`src/hw/rtl/signed_int_to_radix_text_top_defines.svh`:
```
// Assertion macros for the signed integer to radix text block.
`ifndef SIGNED_INT_TO_RADIX_TEXT_TOP_DEFINES_SVH
`define SIGNED_INT_TO_RADIX_TEXT_TOP_DEFINES_SVH
`ifndef ASSERT_OFF
// Plain property check, disabled while reset is high.
`define SITRT_ASSERT(lbl, clk, rst, prop, msg) \
   lbl: assert property (@(posedge clk) disable iff (rst) prop) else $error(msg);
// Same-cycle implication check, disabled while reset is high.
`define SITRT_ASSERT_IMPL(lbl, clk, rst, ante, cons, msg) \
   lbl: assert property (@(posedge clk) disable iff (rst) (ante) |-> (cons)) else $error(msg);
`else
`define SITRT_ASSERT(lbl, clk, rst, prop, msg)
`define SITRT_ASSERT_IMPL(lbl, clk, rst, ante, cons, msg)
`endif
`endif

```
`src/hw/rtl/sitrt_pkg.sv`:
```
// Shared types and constants of the signed integer to radix text block.
package sitrt_pkg;

   localparam int VALUE_W     = 32;
   localparam int CHAR_W      = 8;
   localparam int RADIX_W     = 5;
   localparam int NUM_DIGITS  = 32;
   localparam int DIGIT_IDX_W = 5;
   localparam int DIGIT_CNT_W = 6;
   localparam int SYM_IDX_W   = 4;
   localparam int BIT_CNT_W   = 5;
   localparam int CSR_ADDR_W  = 5;
   localparam int CSR_DATA_W  = 64;
   localparam int REG_IDX_W   = 2;

   localparam logic [CHAR_W-1:0] CHAR_PLUS  = 8'h2B;
   localparam logic [CHAR_W-1:0] CHAR_MINUS = 8'h2D;

   // Register indexes (byte address / 8)
   typedef enum logic [REG_IDX_W-1:0] {
      REG_RADIX       = 2'd0,
      REG_SYMS_FIRST  = 2'd1,
      REG_SYMS_LAST   = 2'd2
   } reg_idx_type;

   // Sequencer states
   typedef enum logic [4:0] {
      ST_IDLE  = 5'b00001,
      ST_CHECK = 5'b00010,
      ST_CONV  = 5'b00100,
      ST_SIGN  = 5'b01000,
      ST_EMIT  = 5'b10000
   } state_type;

   // Controls from the sequencer to the digit unit
   typedef struct packed {
      logic clear;
      logic step;
   } conv_ctl_type;

endpackage

```
`src/hw/rtl/sitrt_conv_unit.sv`:
```
// Shared digit-doubling unit: converts a bit stream, MSB first, into radix digits.
`include "signed_int_to_radix_text_top_defines.svh"

module sitrt_conv_unit import sitrt_pkg::*; #(
   parameter int DIGIT_W = 4
) (
   input  logic                   clock,
   input  logic                   reset,
   input  conv_ctl_type           ctl,
   input  logic [RADIX_W-1:0]     radix,
   input  logic                   bit_in,
   input  logic [DIGIT_IDX_W-1:0] rd_ptr,
   output logic [DIGIT_W-1:0]     rd_digit,
   output logic [DIGIT_CNT_W-1:0] num_digits
);

   logic [DIGIT_W-1:0]     digit_ff [NUM_DIGITS];
   logic [DIGIT_W-1:0]     digit_in [NUM_DIGITS];
   logic [DIGIT_CNT_W-1:0] nd_ff;
   logic [DIGIT_CNT_W-1:0] nd_in;

   logic [RADIX_W:0]      r_ext;
   logic [RADIX_W:0]      two_d [NUM_DIGITS];
   logic [NUM_DIGITS-1:0] gen;
   logic [NUM_DIGITS-1:0] prop;
   logic [NUM_DIGITS:0]   add_a;
   logic [NUM_DIGITS:0]   add_b;
   logic [NUM_DIGITS:0]   add_sum;
   logic [NUM_DIGITS:0]   carry;

   assign r_ext = {1'b0, radix};

   // Per digit: doubling overflows (generate) or overflows only with a carry in (propagate)
   always_comb begin
      for (int i = 0; i < NUM_DIGITS; i++) begin
         two_d[i] = {{(RADIX_W - DIGIT_W){1'b0}}, digit_ff[i], 1'b0};
         gen[i]   = (two_d[i] >= r_ext);
         prop[i]  = (two_d[i] == (r_ext - (RADIX_W+1)'(1)));
      end
   end

   // Digit carries resolved by one wide add
   assign add_a   = {1'b0, gen | prop};
   assign add_b   = {1'b0, gen};
   assign add_sum = add_a + add_b + {{NUM_DIGITS{1'b0}}, bit_in};

   always_comb begin
      carry[0] = bit_in;
      for (int i = 1; i <= NUM_DIGITS; i++) begin
         carry[i] = add_sum[i] ^ add_a[i] ^ add_b[i];
      end
   end

   // New digit = 2d + carry in, less radix on carry out
   always_comb begin
      logic [RADIX_W:0] tmp;
      tmp = '0;
      for (int i = 0; i < NUM_DIGITS; i++) begin
         tmp = two_d[i] + {{RADIX_W{1'b0}}, carry[i]} - (carry[i+1] ? r_ext : '0);
         if (ctl.clear) begin
            digit_in[i] = '0;
         end else if (ctl.step) begin
            digit_in[i] = tmp[DIGIT_W-1:0];
         end else begin
            digit_in[i] = digit_ff[i];
         end
      end
   end

   // Significant digit count grows when a carry reaches the first zero position
   always_comb begin
      nd_in = nd_ff;
      if (ctl.clear) begin
         nd_in = DIGIT_CNT_W'(1);
      end else if (ctl.step && carry[nd_ff]) begin
         nd_in = nd_ff + DIGIT_CNT_W'(1);
      end
   end

   always_ff @(posedge clock) begin
      for (int i = 0; i < NUM_DIGITS; i++) begin
         digit_ff[i] <= digit_in[i];
      end
   end

   always_ff @(posedge clock) begin
      if (reset) begin
         nd_ff <= DIGIT_CNT_W'(1);
      end else begin
         nd_ff <= nd_in;
      end
   end

   assign rd_digit   = digit_ff[rd_ptr];
   assign num_digits = nd_ff;

   `SITRT_ASSERT_IMPL(a_no_top_overflow, clock, reset, ctl.step, !carry[NUM_DIGITS],
      "carry out of top digit")
   `SITRT_ASSERT(a_nd_range, clock, reset,
      (nd_ff != '0) && (nd_ff <= DIGIT_CNT_W'(NUM_DIGITS)), "digit count out of range")
   `SITRT_ASSERT(a_ctl_excl, clock, reset, !(ctl.clear && ctl.step), "clear and step together")

endmodule

```
`src/hw/rtl/signed_int_to_radix_text_top.sv`:
```
// Signed 32-bit integer to radix text converter with APB-style configuration.
// An accepted request passes CHECK, 32 conversion steps and SIGN before its first digit byte;
// a minus sign is loaded in SIGN, and an invalid alphabet gives its error byte in CHECK.
// A new request is taken only in IDLE, once the last byte is loaded. The digits (up to 32) come
// from 32 bit-serial passes through the shared digit adder; one byte per cycle out unless stalled.
// Reset (synchronous, active high) clears the sequencer, the output valid and the CSRs.
`include "signed_int_to_radix_text_top_defines.svh"

module signed_int_to_radix_text_top import sitrt_pkg::*; #(
   parameter int MAX_RADIX = 16
) (
   input  logic                    clock,
   input  logic                    reset,
   // request channel
   input  logic                    req_valid,
   output logic                    req_ready,
   input  logic signed [VALUE_W-1:0] req_value,
   // result channel
   output logic                    rsp_valid,
   input  logic                    rsp_ready,
   output logic [CHAR_W-1:0]       rsp_character,
   output logic                    rsp_last,
   output logic                    rsp_base_error,
   // configuration port
   input  logic                    csr_psel,
   input  logic                    csr_penable,
   input  logic                    csr_pwrite,
   input  logic [CSR_ADDR_W-1:0]   csr_paddr,
   input  logic [CSR_DATA_W-1:0]   csr_pwdata,
   output logic [CSR_DATA_W-1:0]   csr_prdata,
   output logic                    csr_pready
);

   localparam int DIGIT_W = $clog2(MAX_RADIX);

   // Configuration registers
   logic [RADIX_W-1:0]    radix_ff;
   logic [CSR_DATA_W-1:0] syms_first_ff;
   logic [CSR_DATA_W-1:0] syms_last_ff;
   reg_idx_type           reg_idx;
   logic                  csr_wr;

   // Sequencer
   state_type              state_ff, state_in;
   logic [VALUE_W-1:0]     mag_ff, mag_in;
   logic                   neg_ff, neg_in;
   logic [BIT_CNT_W-1:0]   bit_cnt_ff, bit_cnt_in;
   logic [DIGIT_IDX_W-1:0] ptr_ff, ptr_in;
   conv_ctl_type           conv_ctl;

   // Output register
   logic              out_valid_ff, out_valid_in;
   logic [CHAR_W-1:0] out_char_ff, out_char_in;
   logic              out_last_ff, out_last_in;
   logic              out_err_ff, out_err_in;
   logic              can_load;

   // Digit unit and symbol lookup
   logic [DIGIT_W-1:0]          rd_digit;
   logic [DIGIT_CNT_W-1:0]      num_digits;
   logic [2*CSR_DATA_W-1:0]     sym_all;
   logic [CHAR_W-1:0]           sym_tab [MAX_RADIX];
   logic [SYM_IDX_W-1:0]        sym_idx;
   logic [CHAR_W-1:0]           digit_char;
   logic                        alpha_bad;
   logic [VALUE_W-1:0]          raw;

   // ---------------- configuration port ----------------
   assign csr_pready = 1'b1;
   assign reg_idx    = reg_idx_type'(csr_paddr[CSR_ADDR_W-1 -: REG_IDX_W]);
   assign csr_wr     = csr_psel && csr_penable && csr_pwrite && csr_pready;

   always_ff @(posedge clock) begin
      if (reset) begin
         radix_ff      <= '0;
         syms_first_ff <= '0;
         syms_last_ff  <= '0;
      end else if (csr_wr) begin
         case (reg_idx)
            REG_RADIX:      radix_ff      <= csr_pwdata[RADIX_W-1:0];
            REG_SYMS_FIRST: syms_first_ff <= csr_pwdata;
            REG_SYMS_LAST:  syms_last_ff  <= csr_pwdata;
            default: begin
            end
         endcase
      end
   end

   // Read data
   always_comb begin
      case (reg_idx)
         REG_RADIX:      csr_prdata = {{(CSR_DATA_W-RADIX_W){1'b0}}, radix_ff};
         REG_SYMS_FIRST: csr_prdata = syms_first_ff;
         REG_SYMS_LAST:  csr_prdata = syms_last_ff;
         default:        csr_prdata = '0;
      endcase
   end

   // ---------------- alphabet check ----------------
   assign sym_all = {syms_last_ff, syms_first_ff};

   always_comb begin
      for (int i = 0; i < MAX_RADIX; i++) begin
         sym_tab[i] = sym_all[i*CHAR_W +: CHAR_W];
      end
   end

   // Bad if radix out of range, a sign character is in use, or two symbols in use match
   always_comb begin
      alpha_bad = (radix_ff < RADIX_W'(2)) || (radix_ff > RADIX_W'(MAX_RADIX));
      for (int i = 0; i < MAX_RADIX; i++) begin
         if (RADIX_W'(i) < radix_ff) begin
            if ((sym_tab[i] == CHAR_PLUS) || (sym_tab[i] == CHAR_MINUS)) begin
               alpha_bad = 1'b1;
            end
         end
         for (int j = i + 1; j < MAX_RADIX; j++) begin
            if ((RADIX_W'(j) < radix_ff) && (sym_tab[i] == sym_tab[j])) begin
               alpha_bad = 1'b1;
            end
         end
      end
   end

   // ---------------- digit unit ----------------
   sitrt_conv_unit #(
      .DIGIT_W (DIGIT_W)
   ) u_conv (
      .clock      (clock),
      .reset      (reset),
      .ctl        (conv_ctl),
      .radix      (radix_ff),
      .bit_in     (mag_ff[VALUE_W-1]),
      .rd_ptr     (ptr_ff),
      .rd_digit   (rd_digit),
      .num_digits (num_digits)
   );

   assign sym_idx    = SYM_IDX_W'(rd_digit);
   assign digit_char = sym_all[sym_idx*CHAR_W +: CHAR_W];

   // ---------------- sequencer ----------------
   assign req_ready = (state_ff == ST_IDLE);
   assign can_load  = !out_valid_ff || rsp_ready;
   assign raw       = req_value;

   always_comb begin
      state_in      = state_ff;
      mag_in        = mag_ff;
      neg_in        = neg_ff;
      bit_cnt_in    = bit_cnt_ff;
      ptr_in        = ptr_ff;
      conv_ctl      = '0;
      out_valid_in  = out_valid_ff && !rsp_ready;
      out_char_in   = out_char_ff;
      out_last_in   = out_last_ff;
      out_err_in    = out_err_ff;

      case (state_ff)
         ST_IDLE: begin
            // Take the request and form the magnitude
            if (req_valid) begin
               neg_in   = raw[VALUE_W-1];
               mag_in   = raw[VALUE_W-1] ? (~raw + VALUE_W'(1)) : raw;
               state_in = ST_CHECK;
            end
         end
         ST_CHECK: begin
            if (alpha_bad) begin
               // Single error byte
               if (can_load) begin
                  out_valid_in = 1'b1;
                  out_char_in  = '0;
                  out_last_in  = 1'b1;
                  out_err_in   = 1'b1;
                  state_in     = ST_IDLE;
               end
            end else begin
               conv_ctl.clear = 1'b1;
               bit_cnt_in     = '0;
               state_in       = ST_CONV;
            end
         end
         ST_CONV: begin
            // One magnitude bit per cycle, MSB first
            conv_ctl.step = 1'b1;
            mag_in        = {mag_ff[VALUE_W-2:0], 1'b0};
            bit_cnt_in    = bit_cnt_ff + BIT_CNT_W'(1);
            if (bit_cnt_ff == BIT_CNT_W'(VALUE_W-1)) begin
               state_in = ST_SIGN;
            end
         end
         ST_SIGN: begin
            ptr_in = DIGIT_IDX_W'(num_digits - DIGIT_CNT_W'(1));
            if (!neg_ff) begin
               state_in = ST_EMIT;
            end else if (can_load) begin
               out_valid_in = 1'b1;
               out_char_in  = CHAR_MINUS;
               out_last_in  = 1'b0;
               out_err_in   = 1'b0;
               state_in     = ST_EMIT;
            end
         end
         ST_EMIT: begin
            // Most significant digit first
            if (can_load) begin
               out_valid_in = 1'b1;
               out_char_in  = digit_char;
               out_last_in  = (ptr_ff == '0);
               out_err_in   = 1'b0;
               if (ptr_ff == '0) begin
                  state_in = ST_IDLE;
               end else begin
                  ptr_in = ptr_ff - DIGIT_IDX_W'(1);
               end
            end
         end
         default: begin
            state_in = ST_IDLE;
         end
      endcase
   end

   always_ff @(posedge clock) begin
      if (reset) begin
         state_ff     <= ST_IDLE;
         out_valid_ff <= 1'b0;
      end else begin
         state_ff     <= state_in;
         out_valid_ff <= out_valid_in;
      end
   end

   always_ff @(posedge clock) begin
      mag_ff      <= mag_in;
      neg_ff      <= neg_in;
      bit_cnt_ff  <= bit_cnt_in;
      ptr_ff      <= ptr_in;
      out_char_ff <= out_char_in;
      out_last_ff <= out_last_in;
      out_err_ff  <= out_err_in;
   end

   assign rsp_valid      = out_valid_ff;
   assign rsp_character  = out_char_ff;
   assign rsp_last       = out_last_ff;
   assign rsp_base_error = out_err_ff;

   `SITRT_ASSERT_IMPL(a_err_form, clock, reset, out_valid_ff && out_err_ff,
      out_last_ff && (out_char_ff == '0), "error byte not last or not zero")
   `SITRT_ASSERT_IMPL(a_pending_busy, clock, reset, out_valid_ff && !out_last_ff,
      state_ff != ST_IDLE, "idle with text unfinished")
   `SITRT_ASSERT_IMPL(a_sign_not_last, clock, reset, (state_ff == ST_SIGN) && neg_ff && can_load,
      !out_last_in, "minus sign marked last")

endmodule
```
`config.mk`:
```
export PLATFORM = sky130hd
export DESIGN_NAME = signed_int_to_radix_text_top
export DESIGN_NICKNAME = d
export VERILOG_FILES = /design/src/hw/rtl/sitrt_pkg.sv /design/src/hw/rtl/sitrt_conv_unit.sv /design/src/hw/rtl/signed_int_to_radix_text_top.sv
export VERILOG_INCLUDE_DIRS = /design/src /design/src/hw/rtl
export SDC_FILE = /design/constraint.sdc
export NUM_CORES = 2
export LEC_CHECK = 0
export ABC_CLOCK_PERIOD_IN_PS = 12010
export BUFFER_PORTS_ARGS = -buffer_cell sky130_fd_sc_hd__buf_2
export CAP_MARGIN = 25
export CORE_MARGIN = 2
export CORE_UTILIZATION = 35
export DETAILED_ROUTE_END_ITERATION = 16
export PLACE_DENSITY = 0.55
export SLEW_MARGIN = 15
export SYNTH_ARGS = -nofsm -noshare
export SYNTH_HDL_FRONTEND = slang
export SYNTH_SLANG_ARGS = --single-unit
```
`constraint.sdc`:
```
create_clock -name clock -period 12.01 [get_ports clock]
set_input_delay 0.6005 -clock clock [delete_from_list [all_inputs] [get_ports clock]]
set_output_delay 0.6005 -clock clock [all_outputs]
set_load 0.02 [all_outputs]
```
==> impl_metrics.env <==
export IMPL_synth_seq_cells=331
export IMPL_num_io_pins=185
export IMPL_critPathMaxFanout=38
export IMPL_ys_async_sr_fraction_pct=0
export IMPL_max_clock_path_buffers=3
export IMPL_core_rowCount=121
export IMPL_worst_ep_required_time_ns=12.48
export IMPL_final_seq_area_um2=7173
export IMPL_cts_setup_buffers=0
export IMPL_vias=38000
export IMPL_start_util_pct=35.39
export IMPL_rsz0062_at_grt="no"
export IMPL_postSynthAreaPerCell_um2=7.918
export IMPL_critPathKind="reg2reg"
export IMPL_drv_slew=0
export IMPL_synth_top_area_share_pct=14.39
export IMPL_path_delay_family="compound AO/OA/AOI/OAI gates"
export IMPL_nets=5204
export IMPL_drt_pass1_iter_count=6
export IMPL_tightestPinTransition_ns=1.159
export IMPL_hold_viol=0
export IMPL_totalWireLength_um=163800
export IMPL_grt_overflow=0
export IMPL_htree_num_levels=2
export IMPL_clk_latency_ns=0.63
export IMPL_synth_edf_count=53
export IMPL_tns_ns=0
export IMPL_timing_hold_ws_ns=0.2171
export IMPL_cp_arrival_ns=8.75
export IMPL_cts_resized=0
export IMPL_core_area_um2=109300
export IMPL_cts_sinks=331
export IMPL_slowest_delay_ns=0.83
export IMPL_grt_first_pass_wirelength_um=239600
export IMPL_synth_cell_type_count=96
export IMPL_die_y_um=336.5
export IMPL_drive_above_1_share_pct=11.55
export IMPL_synth_yosys_seq_area_share_pct=18.50
export IMPL_p_leak_nw=18.94
export IMPL_dpl_cell_count=6261
export IMPL_slew_limit_headroom_pct=20.76
export IMPL_ys_warn_count=0
export IMPL_numCtsBuffers=43
export IMPL_yosysMostFrequentCell="xor2_1"
export IMPL_drc=0
export IMPL_cts_tree="yes"
export IMPL_root_buffer="clkbuf_16"
export IMPL_synthCells=4886
export IMPL_die_area_um2=113200
export IMPL_grt_pass1_vias=35230
export IMPL_powerDensity_nw_per_um2=72.84
export IMPL_finClkSkew_ns=0.04697
export IMPL_hp_class="in2reg"
export IMPL_min_period_ns=8.277
export IMPL_slowest_stage="ha_2"
export IMPL_crit_top_cell="buf_4"
export IMPL_synthesis_area_um2=38690
export IMPL_gp_congestion=0.9850
export IMPL_wl_per_cell_um=25.83
export IMPL_multiInputGateArea_um2=29230
export IMPL_ir_worst_vdd_mv=0.09129
export IMPL_start_kind="flop"
export IMPL_ctsHoldBuffers=0
export IMPL_grt_antenna_before_repair=14
export IMPL_port_buffers=180
export IMPL_fmax_ghz=0.1208
export IMPL_synth_area_leaders="dfxtp_1 (14%), xor2_1 (14%), xnor2_1 (13%)"
export IMPL_status="finished clean"
export IMPL_dp_hpwl_um=102800
export IMPL_die_w_um=336.5
export IMPL_path_buf_inv=7
export IMPL_antenna_left=0
export IMPL_fin_cells=6342
export IMPL_dr_first_iter_drc_count=4789
export IMPL_maxCapViolCount=0
export IMPL_yosysTopAreaCell="dfxtp_1"
export IMPL_nFillCells=11240
export IMPL_area_growth_pct=10.07
export IMPL_endpoint_kind="flop"
export IMPL_synth_common_cells="xor2_1 (602), xnor2_1 (561), nand2_1 (495)"
export IMPL_cts_clk_slew_worst_paths_ns=0.06
export IMPL_syn_nets=5259
export IMPL_grt_max_degree=152
export IMPL_vias_per_cell=5.992
export IMPL_synthFlopType="dfxtp_1"
export IMPL_grt_use_total_pct=28.03
export IMPL_finalCritPeriodShare_pct=68.91
export IMPL_setup_viol=0
path summary, 6_finish.rpt:
kind	cells after the start	startpoint	end	slack, ns
setup / recovery	29	radix_ff[1]	u_conv.digit_ff[31][3]	3.73
hold / removal	3	csr_pwdata[46]	syms_first_ff[46]	0.22
setup reg to reg	29	radix_ff[1]	u_conv.digit_ff[31][3]	3.73
hold reg to reg	2	syms_last_ff[58]	syms_last_ff[58]	0.47
worst min-delay path, stage by stage:
cell	delay, ns
buf_2	0.10
nand2_1	0.05
a21oi_1	0.05
routing by layer:
metal / up-vias / part of all wire [%] / track usage [%]
li1: 16920 / - / -
met1: 18210 / 42 / 38.88
met2: 2269 / 41 / 40.89
met3: 584 / 12 / 6.879
met4: 14 / 4.9 / 12.39
met5: - / 0.056 / 0
cells by family after synthesis:
kind of cell | synth area share, %
AOI/OAI and AO/OA | 16.12
and+or+nand+nor | 17.57
other | 0.009693
buffers and inverters | 6.190
DFF | 18.50
muxes | 4.625
adders and majority gates | 9.217
xor gates and xnor gates | 27.77
layout make-up:
class / count / area share (%)
clock buffers: 57 / 2.865
well taps: 1476 / 4.337
multi-input cells: 3935 / 68.65
clock inverters: 22 / 0.5582
inverters: 160 / 1.410
diodes: 1 / 0.005876
repair buffers: 360 / 5.330
flip-flops and latches: 331 / 16.84
registers in the layout, summed over array words and instances (netlist names), named ones only:
name               count
rsp_character          8
u_conv.digit_ff      128
u_conv.num_digits      6
rsp_valid              1
rsp_base_error         1
ptr_ff                 5
bit_cnt_ff             5
syms_first_ff         64
syms_last_ff          64
rsp_last               1
mag_ff                32
state_ff               5
neg_ff                 1
radix_ff               5
through the flow:
stage          util, %  total power (W)  cell area [um2]  setup slack [ns]
5_1_grt          38.96         0.003202            42580             3.371
3_5_place_dp     37.62         0.001732            41120             3.809
6_report         38.96         0.003102            42580             3.733
3_3_place_gp     37.60         0.001724            41100             3.845
2_1_floorplan        -         0.001560            38690             5.512
4_1_cts          38.95         0.003112            42580             3.822
placed cells by master (no fill, tap or decap), types with 41 or more instances in the layout:
cell and n:
o21ai_0 133, nor3_1 80, inv_1 153, nand4_1 151
a22o_1 59, nand2_1 495, nand3_1 41, buf_4 175
nor4_1 149, buf_2 182, dfxtp_1 269, xnor2_1 561
nor2_1 268, ha_1 232, a21oi_1 366, a211oi_1 135
clkbuf_16 44, xor2_1 601, mux2i_1 61, edfxtp_1 53
mux4_2 44, a21o_1 56
report_power, final:
| part | leakage, nW | switching (W) | internal (W) |
|---|---|---|---|
| combinational | 15.5 | 0.000347 | 0.000198 |
| sequential | 2.72 | 0.0000195 | 0.00116 |
| clock | 0.719 | 0.000592 | 0.000787 |
| total | 18.9 | 0.000958 | 0.00214 |
(Power assumes the default switching activity.)
